[config.mk]
export PLATFORM = sky130hd
export DESIGN_NAME = fit_policy_block_allocator_core
export DESIGN_NICKNAME = d
export VERILOG_FILES = /design/src/hw/rtl/fpba_pkg.sv /design/src/hw/rtl/fit_policy_block_allocator_core.sv /design/src/hw/rtl/fpba_front.sv /design/src/hw/rtl/fpba_fifo.sv /design/src/hw/rtl/fpba_engine.sv
export SDC_FILE = /design/constraint.sdc
export NUM_CORES = 1
export LEC_CHECK = 0
export BUFFER_PORTS_ARGS = -buffer_cell sky130_fd_sc_hd__buf_2
export CAP_MARGIN = 0
export CELL_PAD_IN_SITES_DETAIL_PLACEMENT = 1
export CELL_PAD_IN_SITES_GLOBAL_PLACEMENT = 1
export CORE_MARGIN = 4
export CORE_UTILIZATION = 45
export CTS_CLUSTER_SIZE = 14
export DETAILED_ROUTE_END_ITERATION = 8
export GPL_ROUTABILITY_DRIVEN = 0
export PLACE_DENSITY_LB_ADDON = 0.1
export SLEW_MARGIN = 20
export SYNTH_ARGS = -nofsm -noshare
export SYNTH_HDL_FRONTEND = slang
export SYNTH_SLANG_ARGS = --single-unit
[constraint.sdc]
create_clock -name clk -period 5.9 [get_ports clk]
set_clock_uncertainty 0.2 [all_clocks]
set_input_delay 0.59 -clock clk [delete_from_list [all_inputs] [get_ports clk]]
set_output_delay 0.59 -clock clk [all_outputs]
set_load 0.01 [all_outputs]
[src/hw/rtl/fpba_pkg.sv]
`timescale 1ns / 1ps

package fpba_pkg;

    // fixed field widths
    localparam int BLK_W    = 4;
    localparam int AMT_W    = 16;
    localparam int GCNT_W   = 16;
    localparam int WASTE_W  = 32;
    localparam int POL_W    = 2;
    localparam int BIU_W    = 5;
    localparam int RING_W   = 4;
    localparam int CFG_IDX_W = 1;

    localparam int CMD_FIFO_DEPTH = 2;

    // register indexes on the config port
    localparam logic [CFG_IDX_W-1:0] REG_FIT_POLICY    = 1'b0;
    localparam logic [CFG_IDX_W-1:0] REG_BLOCKS_IN_USE = 1'b1;

    localparam logic [BIU_W-1:0] BIU_RESET = 5'd16;

    // fit policies
    localparam logic [POL_W-1:0] POL_FIRST = 2'd0;
    localparam logic [POL_W-1:0] POL_BEST  = 2'd1;
    localparam logic [POL_W-1:0] POL_WORST = 2'd2;
    localparam logic [POL_W-1:0] POL_NEXT  = 2'd3;

    // item kinds
    localparam logic ACT_LOAD    = 1'b0;
    localparam logic ACT_REQUEST = 1'b1;

    // classified command handed from front to back
    typedef struct packed {
        logic             is_load;
        logic [BLK_W-1:0] block;
        logic             in_range;
        logic [AMT_W-1:0] amount;
    } cmd_t;

    typedef enum logic [1:0] {
        ST_IDLE,
        ST_SCAN,
        ST_WRITE
    } eng_state_t;

endpackage

[src/hw/rtl/fit_policy_block_allocator_core.sv]
`timescale 1ns / 1ps
// Processing: a load skips the scan; a request scans up to n blocks
//   (n = min of blocks_in_use, NUM_BLOCKS, 16; first/next fit stop at a fit).
// The back-end scan reads one block capacity per cycle and takes one command at a
//   time; the front end and command queue can keep accepting beats while it runs.
// Reset (rst_n, async low): capacities, counters and ring pointer clear to zero,
//   fit_policy to first fit, blocks_in_use to 16; no clearing pass.

module fit_policy_block_allocator_core #(
    parameter int NUM_BLOCKS = 16,
    parameter int SIZE_BITS  = 16
) (
    input  logic        clk,
    input  logic        rst_n,

    // input stream
    input  logic        s_tvalid,
    output logic        s_tready,
    input  logic [23:0] s_tdata,   // [3:0] block_number, [19:4] amount, rest zero
    input  logic [0:0]  s_tuser,   // [0] action (0 load, 1 request)

    // result stream
    output logic        m_tvalid,
    input  logic        m_tready,
    output logic [71:0] m_tdata,   // [3:0] chosen_block, [19:4] leftover,
                                   // [35:20] grant_count, [67:36] waste_total, rest zero
    output logic [0:0]  m_tuser,   // [0] granted

    // config write port
    input  logic        cfg_we,
    input  logic [0:0]  cfg_index, // 0 fit_policy, 1 blocks_in_use
    input  logic [4:0]  cfg_data
);

    // front -> queue
    logic           push_valid;
    logic           push_ready;
    fpba_pkg::cmd_t push_cmd;

    // queue -> back end
    logic           pop_valid;
    logic           pop_ready;
    fpba_pkg::cmd_t pop_cmd;

    logic                            res_granted;
    logic [fpba_pkg::BLK_W-1:0]      res_chosen;
    logic [fpba_pkg::AMT_W-1:0]      res_leftover;
    logic [fpba_pkg::GCNT_W-1:0]     res_grant_count;
    logic [fpba_pkg::WASTE_W-1:0]    res_waste_total;

    // Front end: registers the beat and classifies it (load/request,
    // block range check, amount masked to SIZE_BITS).
    fpba_front #(
        .NUM_BLOCKS (NUM_BLOCKS),
        .SIZE_BITS  (SIZE_BITS)
    ) u_front (
        .clk        (clk),
        .rst_n      (rst_n),
        .in_valid   (s_tvalid),
        .in_ready   (s_tready),
        .in_action  (s_tuser[0]),
        .in_block   (s_tdata[3:0]),
        .in_amount  (s_tdata[19:4]),
        .push_valid (push_valid),
        .push_ready (push_ready),
        .push_cmd   (push_cmd)
    );

    // Short command queue so the front keeps taking beats while a scan runs.
    fpba_fifo u_fifo (
        .clk        (clk),
        .rst_n      (rst_n),
        .push_valid (push_valid),
        .push_ready (push_ready),
        .push_cmd   (push_cmd),
        .pop_valid  (pop_valid),
        .pop_ready  (pop_ready),
        .pop_cmd    (pop_cmd)
    );

    // Back end: sequential scan over the capacities, state update and
    // result register that parts it from the output stream.
    fpba_engine #(
        .NUM_BLOCKS (NUM_BLOCKS),
        .SIZE_BITS  (SIZE_BITS)
    ) u_engine (
        .clk             (clk),
        .rst_n           (rst_n),
        .cmd_valid       (pop_valid),
        .cmd_ready       (pop_ready),
        .cmd             (pop_cmd),
        .cfg_we          (cfg_we),
        .cfg_index       (cfg_index),
        .cfg_data        (cfg_data),
        .out_valid       (m_tvalid),
        .out_ready       (m_tready),
        .out_granted     (res_granted),
        .out_chosen      (res_chosen),
        .out_leftover    (res_leftover),
        .out_grant_count (res_grant_count),
        .out_waste_total (res_waste_total)
    );

    // pack result beat
    assign m_tdata    = {4'b0, res_waste_total, res_grant_count, res_leftover, res_chosen};
    assign m_tuser[0] = res_granted;

endmodule

[src/hw/rtl/fpba_front.sv]
`timescale 1ns / 1ps

module fpba_front #(
    parameter int NUM_BLOCKS = 16,
    parameter int SIZE_BITS  = 16
) (
    input  logic                      clk,
    input  logic                      rst_n,
    input  logic                      in_valid,
    output logic                      in_ready,
    input  logic                      in_action,
    input  logic [fpba_pkg::BLK_W-1:0] in_block,
    input  logic [fpba_pkg::AMT_W-1:0] in_amount,
    output logic                      push_valid,
    input  logic                      push_ready,
    output fpba_pkg::cmd_t            push_cmd
);

    localparam logic [fpba_pkg::AMT_W-1:0] AMT_MASK =
        (SIZE_BITS >= fpba_pkg::AMT_W) ? '1 : fpba_pkg::AMT_W'((1 << SIZE_BITS) - 1);

    logic           hold_valid_reg;
    logic           hold_valid_next;
    fpba_pkg::cmd_t hold_reg;
    fpba_pkg::cmd_t hold_next;
    fpba_pkg::cmd_t dec_cmd;

    // classify the incoming beat
    always_comb
    begin
        dec_cmd.is_load  = (in_action == fpba_pkg::ACT_LOAD);
        dec_cmd.block    = in_block;
        dec_cmd.in_range = (9'(in_block) < 9'(NUM_BLOCKS));
        dec_cmd.amount   = in_amount & AMT_MASK;
    end

    assign in_ready   = !hold_valid_reg || push_ready;
    assign push_valid = hold_valid_reg;
    assign push_cmd   = hold_reg;

    always_comb
    begin
        hold_valid_next = hold_valid_reg;
        hold_next       = hold_reg;
        if (in_valid && in_ready)
        begin
            hold_valid_next = 1'b1;
            hold_next       = dec_cmd;
        end
        else if (push_ready)
        begin
            hold_valid_next = 1'b0;
        end
    end

    always_ff @(posedge clk or negedge rst_n)
    begin
        if (!rst_n)
        begin
            hold_valid_reg <= 1'b0;
        end
        else
        begin
            hold_valid_reg <= hold_valid_next;
        end
    end

    always_ff @(posedge clk)
    begin
        hold_reg <= hold_next;
    end

endmodule

[src/hw/rtl/fpba_fifo.sv]
`timescale 1ns / 1ps

module fpba_fifo (
    input  logic           clk,
    input  logic           rst_n,
    input  logic           push_valid,
    output logic           push_ready,
    input  fpba_pkg::cmd_t push_cmd,
    output logic           pop_valid,
    input  logic           pop_ready,
    output fpba_pkg::cmd_t pop_cmd
);

    localparam int DEPTH = fpba_pkg::CMD_FIFO_DEPTH;
    localparam int PTR_W = (DEPTH > 1) ? $clog2(DEPTH) : 1;
    localparam int CNT_W = $clog2(DEPTH + 1);

    fpba_pkg::cmd_t   mem_reg [DEPTH];
    logic [PTR_W-1:0] wr_ptr_reg;
    logic [PTR_W-1:0] wr_ptr_next;
    logic [PTR_W-1:0] rd_ptr_reg;
    logic [PTR_W-1:0] rd_ptr_next;
    logic [CNT_W-1:0] count_reg;
    logic [CNT_W-1:0] count_next;
    logic             do_push;
    logic             do_pop;

    assign push_ready = (count_reg != CNT_W'(DEPTH));
    assign pop_valid  = (count_reg != '0);
    assign pop_cmd    = mem_reg[rd_ptr_reg];
    assign do_push    = push_valid && push_ready;
    assign do_pop     = pop_valid && pop_ready;

    always_comb
    begin
        wr_ptr_next = wr_ptr_reg;
        rd_ptr_next = rd_ptr_reg;
        count_next  = count_reg;
        if (do_push)
        begin
            wr_ptr_next = (32'(wr_ptr_reg) == DEPTH - 1) ? '0 : wr_ptr_reg + 1'b1;
        end
        if (do_pop)
        begin
            rd_ptr_next = (32'(rd_ptr_reg) == DEPTH - 1) ? '0 : rd_ptr_reg + 1'b1;
        end
        if (do_push && !do_pop)
        begin
            count_next = count_reg + 1'b1;
        end
        else if (do_pop && !do_push)
        begin
            count_next = count_reg - 1'b1;
        end
    end

    always_ff @(posedge clk or negedge rst_n)
    begin
        if (!rst_n)
        begin
            wr_ptr_reg <= '0;
            rd_ptr_reg <= '0;
            count_reg  <= '0;
        end
        else
        begin
            wr_ptr_reg <= wr_ptr_next;
            rd_ptr_reg <= rd_ptr_next;
            count_reg  <= count_next;
        end
    end

    always_ff @(posedge clk)
    begin
        if (do_push)
        begin
            mem_reg[wr_ptr_reg] <= push_cmd;
        end
    end

endmodule

[src/hw/rtl/fpba_engine.sv]
`timescale 1ns / 1ps

module fpba_engine #(
    parameter int NUM_BLOCKS = 16,
    parameter int SIZE_BITS  = 16
) (
    input  logic                          clk,
    input  logic                          rst_n,
    input  logic                          cmd_valid,
    output logic                          cmd_ready,
    input  fpba_pkg::cmd_t                cmd,
    input  logic                          cfg_we,
    input  logic [fpba_pkg::CFG_IDX_W-1:0] cfg_index,
    input  logic [fpba_pkg::BIU_W-1:0]    cfg_data,
    output logic                          out_valid,
    input  logic                          out_ready,
    output logic                          out_granted,
    output logic [fpba_pkg::BLK_W-1:0]    out_chosen,
    output logic [fpba_pkg::AMT_W-1:0]    out_leftover,
    output logic [fpba_pkg::GCNT_W-1:0]   out_grant_count,
    output logic [fpba_pkg::WASTE_W-1:0]  out_waste_total
);

    localparam int STORE = (NUM_BLOCKS < 16) ? NUM_BLOCKS : 16;
    localparam int IDX_W = (STORE > 1) ? $clog2(STORE) : 1;
    localparam int BIU_W = fpba_pkg::BIU_W;

    fpba_pkg::eng_state_t state_reg;
    fpba_pkg::eng_state_t state_next;

    // block capacities, cleared by reset
    logic [SIZE_BITS-1:0] cap_reg [STORE];
    logic                 cap_we;
    logic [IDX_W-1:0]     cap_waddr;
    logic [SIZE_BITS-1:0] cap_wdata;

    logic [fpba_pkg::POL_W-1:0]   fit_policy_reg;
    logic [BIU_W-1:0]             blocks_in_use_reg;
    logic [fpba_pkg::RING_W-1:0]  ring_reg;
    logic [fpba_pkg::RING_W-1:0]  ring_next;
    logic [fpba_pkg::GCNT_W-1:0]  grants_reg;
    logic [fpba_pkg::GCNT_W-1:0]  grants_next;
    logic [fpba_pkg::WASTE_W-1:0] waste_reg;
    logic [fpba_pkg::WASTE_W-1:0] waste_next;

    fpba_pkg::cmd_t       cur_reg;
    fpba_pkg::cmd_t       cur_next;
    logic [IDX_W-1:0]     step_reg;
    logic [IDX_W-1:0]     step_next;
    logic [IDX_W-1:0]     idx_reg;
    logic [IDX_W-1:0]     idx_next;
    logic                 found_reg;
    logic                 found_next;
    logic [IDX_W-1:0]     pick_reg;
    logic [IDX_W-1:0]     pick_next;
    logic [SIZE_BITS-1:0] best_reg;
    logic [SIZE_BITS-1:0] best_next;

    logic                          out_valid_reg;
    logic                          out_valid_next;
    logic                          granted_reg;
    logic                          granted_next;
    logic [fpba_pkg::BLK_W-1:0]    chosen_reg;
    logic [fpba_pkg::BLK_W-1:0]    chosen_next;
    logic [fpba_pkg::AMT_W-1:0]    leftover_reg;
    logic [fpba_pkg::AMT_W-1:0]    leftover_next;
    logic [fpba_pkg::GCNT_W-1:0]   gcnt_out_reg;
    logic [fpba_pkg::GCNT_W-1:0]   gcnt_out_next;
    logic [fpba_pkg::WASTE_W-1:0]  waste_out_reg;
    logic [fpba_pkg::WASTE_W-1:0]  waste_out_next;

    logic [BIU_W-1:0]             n_act;
    logic [IDX_W-1:0]             start_idx;
    logic [SIZE_BITS-1:0]         amt;
    logic [SIZE_BITS-1:0]         cap_rd;
    logic                         fits;
    logic                         take;
    logic                         last_step;
    logic                         scan_done;
    logic                         out_free;
    logic [SIZE_BITS-1:0]         rest;
    logic [31:0]                  rest32;
    logic [fpba_pkg::WASTE_W:0]   sum_wide;
    logic [fpba_pkg::WASTE_W-1:0] sum_sat;
    logic [fpba_pkg::GCNT_W-1:0]  grants_inc;

    // searched blocks: register value limited to the array size
    assign n_act = (blocks_in_use_reg > BIU_W'(STORE)) ? BIU_W'(STORE) : blocks_in_use_reg;

    // next fit resumes at the last chosen block if still in range
    always_comb
    begin
        start_idx = '0;
        if (fit_policy_reg == fpba_pkg::POL_NEXT && BIU_W'(ring_reg) < n_act)
        begin
            start_idx = IDX_W'(ring_reg);
        end
    end

    assign amt       = SIZE_BITS'(cur_reg.amount);
    assign cap_rd    = cap_reg[idx_reg];
    assign fits      = (cap_rd >= amt);
    assign take      = fits && (!found_reg
                     || (fit_policy_reg == fpba_pkg::POL_BEST  && cap_rd < best_reg)
                     || (fit_policy_reg == fpba_pkg::POL_WORST && cap_rd > best_reg));
    assign last_step = (BIU_W'(step_reg) == n_act - 1'b1);
    assign scan_done = last_step || (fits && (fit_policy_reg == fpba_pkg::POL_FIRST
                                           || fit_policy_reg == fpba_pkg::POL_NEXT));
    assign out_free  = !out_valid_reg || out_ready;

    assign rest       = best_reg - amt;
    assign rest32     = 32'(rest);
    assign sum_wide   = {1'b0, waste_reg} + (fpba_pkg::WASTE_W + 1)'(rest);
    assign sum_sat    = sum_wide[fpba_pkg::WASTE_W] ? '1 : sum_wide[fpba_pkg::WASTE_W-1:0];
    assign grants_inc = (grants_reg == '1) ? grants_reg : grants_reg + 1'b1;

    // next state
    always_comb
    begin
        state_next = state_reg;
        case (state_reg)
            fpba_pkg::ST_IDLE:
            begin
                if (cmd_valid)
                begin
                    if (cmd.is_load || n_act == '0)
                    begin
                        state_next = fpba_pkg::ST_WRITE;
                    end
                    else
                    begin
                        state_next = fpba_pkg::ST_SCAN;
                    end
                end
            end
            fpba_pkg::ST_SCAN:
            begin
                if (scan_done)
                begin
                    state_next = fpba_pkg::ST_WRITE;
                end
            end
            fpba_pkg::ST_WRITE:
            begin
                if (out_free)
                begin
                    state_next = fpba_pkg::ST_IDLE;
                end
            end
            default:
            begin
                state_next = fpba_pkg::ST_IDLE;
            end
        endcase
    end

    // outputs and datapath
    always_comb
    begin
        cmd_ready      = 1'b0;
        cur_next       = cur_reg;
        step_next      = step_reg;
        idx_next       = idx_reg;
        found_next     = found_reg;
        pick_next      = pick_reg;
        best_next      = best_reg;
        ring_next      = ring_reg;
        grants_next    = grants_reg;
        waste_next     = waste_reg;
        cap_we         = 1'b0;
        cap_waddr      = pick_reg;
        cap_wdata      = rest;
        out_valid_next = out_valid_reg && !out_ready;
        granted_next   = granted_reg;
        chosen_next    = chosen_reg;
        leftover_next  = leftover_reg;
        gcnt_out_next  = gcnt_out_reg;
        waste_out_next = waste_out_reg;
        case (state_reg)
            fpba_pkg::ST_IDLE:
            begin
                cmd_ready = 1'b1;
                if (cmd_valid)
                begin
                    cur_next   = cmd;
                    step_next  = '0;
                    idx_next   = start_idx;
                    found_next = 1'b0;
                    pick_next  = '0;
                    best_next  = '0;
                end
            end
            fpba_pkg::ST_SCAN:
            begin
                if (take)
                begin
                    found_next = 1'b1;
                    pick_next  = idx_reg;
                    best_next  = cap_rd;
                end
                step_next = step_reg + 1'b1;
                idx_next  = (BIU_W'(idx_reg) == n_act - 1'b1) ? '0 : idx_reg + 1'b1;
            end
            fpba_pkg::ST_WRITE:
            begin
                if (out_free)
                begin
                    out_valid_next = 1'b1;
                    granted_next   = 1'b0;
                    chosen_next    = '0;
                    leftover_next  = '0;
                    if (cur_reg.is_load)
                    begin
                        cap_we         = cur_reg.in_range;
                        cap_waddr      = cur_reg.block[IDX_W-1:0];
                        cap_wdata      = amt;
                        ring_next      = '0;
                        grants_next    = '0;
                        waste_next     = '0;
                        gcnt_out_next  = '0;
                        waste_out_next = '0;
                    end
                    else if (found_reg)
                    begin
                        cap_we         = 1'b1;
                        ring_next      = fpba_pkg::RING_W'(pick_reg);
                        grants_next    = grants_inc;
                        waste_next     = sum_sat;
                        granted_next   = 1'b1;
                        chosen_next    = fpba_pkg::BLK_W'(pick_reg);
                        leftover_next  = rest32[fpba_pkg::AMT_W-1:0];
                        gcnt_out_next  = grants_inc;
                        waste_out_next = sum_sat;
                    end
                    else
                    begin
                        gcnt_out_next  = grants_reg;
                        waste_out_next = waste_reg;
                    end
                end
            end
            default:
            begin
                cmd_ready = 1'b0;
            end
        endcase
    end

    assign out_valid       = out_valid_reg;
    assign out_granted     = granted_reg;
    assign out_chosen      = chosen_reg;
    assign out_leftover    = leftover_reg;
    assign out_grant_count = gcnt_out_reg;
    assign out_waste_total = waste_out_reg;

    always_ff @(posedge clk or negedge rst_n)
    begin
        if (!rst_n)
        begin
            state_reg         <= fpba_pkg::ST_IDLE;
            fit_policy_reg    <= fpba_pkg::POL_FIRST;
            blocks_in_use_reg <= fpba_pkg::BIU_RESET;
            ring_reg          <= '0;
            grants_reg        <= '0;
            waste_reg         <= '0;
            out_valid_reg     <= 1'b0;
            for (int i = 0; i < STORE; i++)
            begin
                cap_reg[i] <= '0;
            end
        end
        else
        begin
            state_reg     <= state_next;
            ring_reg      <= ring_next;
            grants_reg    <= grants_next;
            waste_reg     <= waste_next;
            out_valid_reg <= out_valid_next;
            if (cfg_we && cfg_index == fpba_pkg::REG_FIT_POLICY)
            begin
                fit_policy_reg <= cfg_data[fpba_pkg::POL_W-1:0];
            end
            if (cfg_we && cfg_index == fpba_pkg::REG_BLOCKS_IN_USE)
            begin
                blocks_in_use_reg <= cfg_data;
            end
            if (cap_we)
            begin
                cap_reg[cap_waddr] <= cap_wdata;
            end
        end
    end

    always_ff @(posedge clk)
    begin
        cur_reg       <= cur_next;
        step_reg      <= step_next;
        idx_reg       <= idx_next;
        found_reg     <= found_next;
        pick_reg      <= pick_next;
        best_reg      <= best_next;
        granted_reg   <= granted_next;
        chosen_reg    <= chosen_next;
        leftover_reg  <= leftover_next;
        gcnt_out_reg  <= gcnt_out_next;
        waste_out_reg <= waste_out_next;
    end

endmodule

==> qor.yml <==
fp.dieH_microns: 240
antenna_found_initial: 0
final_layout_size_suffix_gt1_share_pct: 17.0
final_hold_viol_count: 0
min_period_ns: 5.29
synth.area.top_cells: "dfrtp_1, edfxtp_1, mux4_2"
whs_endpoint: "u_front.push_cmd[21]"
routed_wl_microns: 66100
die_x_microns: 240
start_util_pct: 45.8
top_level_ports: 111
reg2reg_to: "u_engine.out_waste_total[29]"
timing.critical_path.slowest_stage_cell: "nand4_1"
drt-wirelength-per-cell_microns: 22.5
rsz0062_at_grt: "false"
core_sq_mm: 0.0529
timing.rr.start: "u_engine.amt[0]"
largest_register_ffs: 256
root_buffer: "clkbuf_16"
synth.distinct_cells: 77
critPathTopFamily: "simple AND/OR/NAND/NOR gates"
first_pass_iters: 5
finalSetupTns_ns: 0
hold_start: "s_tuser"
clkLatencyLatePin_ns: 0.62
crit_required_ns: 6.15
max_freq_mhz: 189
nets: 2320
drc: 0
critPathMaxStageDelay_ns: 0.53
dr_total_vias: 16798
cts_resized: 0
grt_pass1_wl_microns: 105000
path_max_fanout: 12
cap_violations: 0
cts_tree: "yes"
holdPathStages: 2
min_path_type: "primary input to flip-flop"
htreeDepth: 2
fin_crit_sh_pct: 89.6
areaGrowthSynthToFinish_pct: 14.5
slew_headroom_pct: 31.5
setup_viol_count_final: 0
viasPerCell: 5.71
startpoint_type: "flip-flop"
yosys_warnings: 0
yosys.area.top_type: "dfrtp_1"
clkSinkCount: 505
postSynthAreaPerCell_sq_um: 11.5
crit_start: "u_engine.amt[0]"
status: "complete, no violations"
tightest_slew_ns: 1.03
synthFlopType: "dfrtp_1"
dp_hpwl_microns: 43400
overflow: 0
r2r.worst_path.cells: 16
numCtsBuffers: 56
synth_edf_count: 182
cp.arrival_ns: 5.54
route.antenna.remaining_nets: 0
synthCells: 2105
dieArea_sq_mm: 0.0575
clockBufferDepth: 3
worstSetupPathType: "flip-flop to flip-flop"
drv_slew: 0
ys_seq_elements: 505
yosysSeqAreaShare_pct: 56.0
drtIter0Drc: 1048
synth_area_sq_mm: 0.0242
path_cells: "ha_1, fa_1, nor2b_1, o21ai_1, a21boi_1, o211ai_1, nand3b_1, xor2_1, ha_1, and4_1, and3_1, a221o_1, a21o_1, nand4_1, and4_1, nor3_1"
yosysTopAreaCellShare_pct: 33.3
end_kind: "flip-flop"
ys_async_sr_fraction_pct: 64.0
grt_start_max_net_pins: 120
port-buffer-count: 102
grt_usage_pct: 23.3
r2r_setup_slack_ns: 0.61
grt_pass1_vias: 18106
path_clk_slew_ns: 0.06
critPathBufInv: 0
rows: 84
## worst register-to-register path, cell delays in order (launching register included)
cell	delay, ns
edfxtp_1	0.42
ha_1	0.27
fa_1	0.43
nor2b_1	0.14
o21ai_1	0.09
a21boi_1	0.36
o211ai_1	0.20
nand3b_1	0.13
xor2_1	0.49
ha_1	0.25
and4_1	0.30
and3_1	0.22
a221o_1	0.24
a21o_1	0.30
nand4_1	0.53
and4_1	0.44
nor3_1	0.13
## per-layer routing
layer	track usage, %	vias to the layer above	routed length, microns
li1	-	7777	-
met1	31.9	8639	30000
met2	39.0	274	31800
met3	3.87	108	2540
met4	6.51	0	1730
met5	0	-	0
## layout make-up
| type | instances | area, sq um |
|---|---|---|
| Sequential cell | 505 | 13500 |
| Multi-Input combinational cell | 1411 | 9880 |
| Clock buffer | 74 | 1550 |
| Timing Repair Buffer | 172 | 1160 |
| Inverter | 60 | 228 |
| Antenna cell | 1 | 2.50 |
| Clock inverter | 32 | 462 |
| Tap cell | 688 | 861 |
| Fill cell | 5478 | 25200 |
## metrics by stage
stage | worst slack [ns] | hold slack (ns) | utilization [%] | instance area [sq um] | cells
after floorplan | 0.282 | 0.0944 | - | 24200 | 2108
after global placement | 0.785 | 0.222 | 48.1 | 25400 | 2809
after detailed placement | 0.680 | 0.232 | 48.1 | 25400 | 2809
after CTS | 0.661 | 0.0194 | 52.4 | 27700 | 2942
after global routing | 0.181 | 0.0274 | 52.4 | 27700 | 2942
final | 0.615 | 0.0446 | 52.4 | 27700 | 2943
## cell usage after synthesis, drive strengths merged (35+ instances only)
| library cell | instances |
|---|---|
| a21oi | 81 |
| and2 | 48 |
| buf | 53 |
| clkbuf | 79 |
| dfrtp | 322 |
| edfxtp | 182 |
| ha | 76 |
| inv | 60 |
| mux4 | 80 |
| nand2 | 297 |
| nor2 | 117 |
| nor3 | 38 |
| o21ai | 280 |
| xnor2 | 35 |
## cells in the final DEF, fill, tap and decap left out, types with 11 or more instances in the layout
cell type	n
and2_1	48
a31oi_1	31
dfrtp_1	322
a211oi_1	18
nand4_1	14
buf_2	101
and3_1	22
o21a_1	11
nor3_1	36
xor2_1	25
mux2_2	34
nor2b_1	13
bufinv_16	11
clkinv_2	11
xnor2_1	35
ha_1	76
nand2_1	293
inv_1	57
edfxtp_1	182
nand2b_1	27
mux2i_1	19
nor2_1	116
nand3_1	17
clkbuf_16	56
a21oi_1	79
and4_1	13
dlygate4sd3_1	27
buf_4	39
o21ai_0	275
mux4_2	80
## worst max-delay path by stage
stage / end / cells past startpoint
after floorplan: u_engine.best_reg[0] / 13
after global placement: u_engine.out_waste_total[23] / 16
after detailed placement: u_engine.out_waste_total[29] / 16
after CTS: u_engine.out_waste_total[29] / 16
after global routing: u_engine.out_waste_total[29] / 16
final: u_engine.out_waste_total[29] / 16
## cells by family after synthesis
group,synth area share (%)
AO/OA/AOI/OAI,12.1
XOR/XNOR,2.17
adder cells (fa/ha/maj),4.10
buffers and inverters,3.34
flip-flops,56.0
multiplexers,10.1
other,0.0155
AND/OR/NAND/NOR,12.2
## repair_timing
item	CTS	global route
buffers inserted	0	0
hold buffers	27	0
hold endpoints to repair	127	0
Power is left out: the tool's default activity adds up to more than one toggle a clock period on the data nets, which glitch-free logic cannot reach.
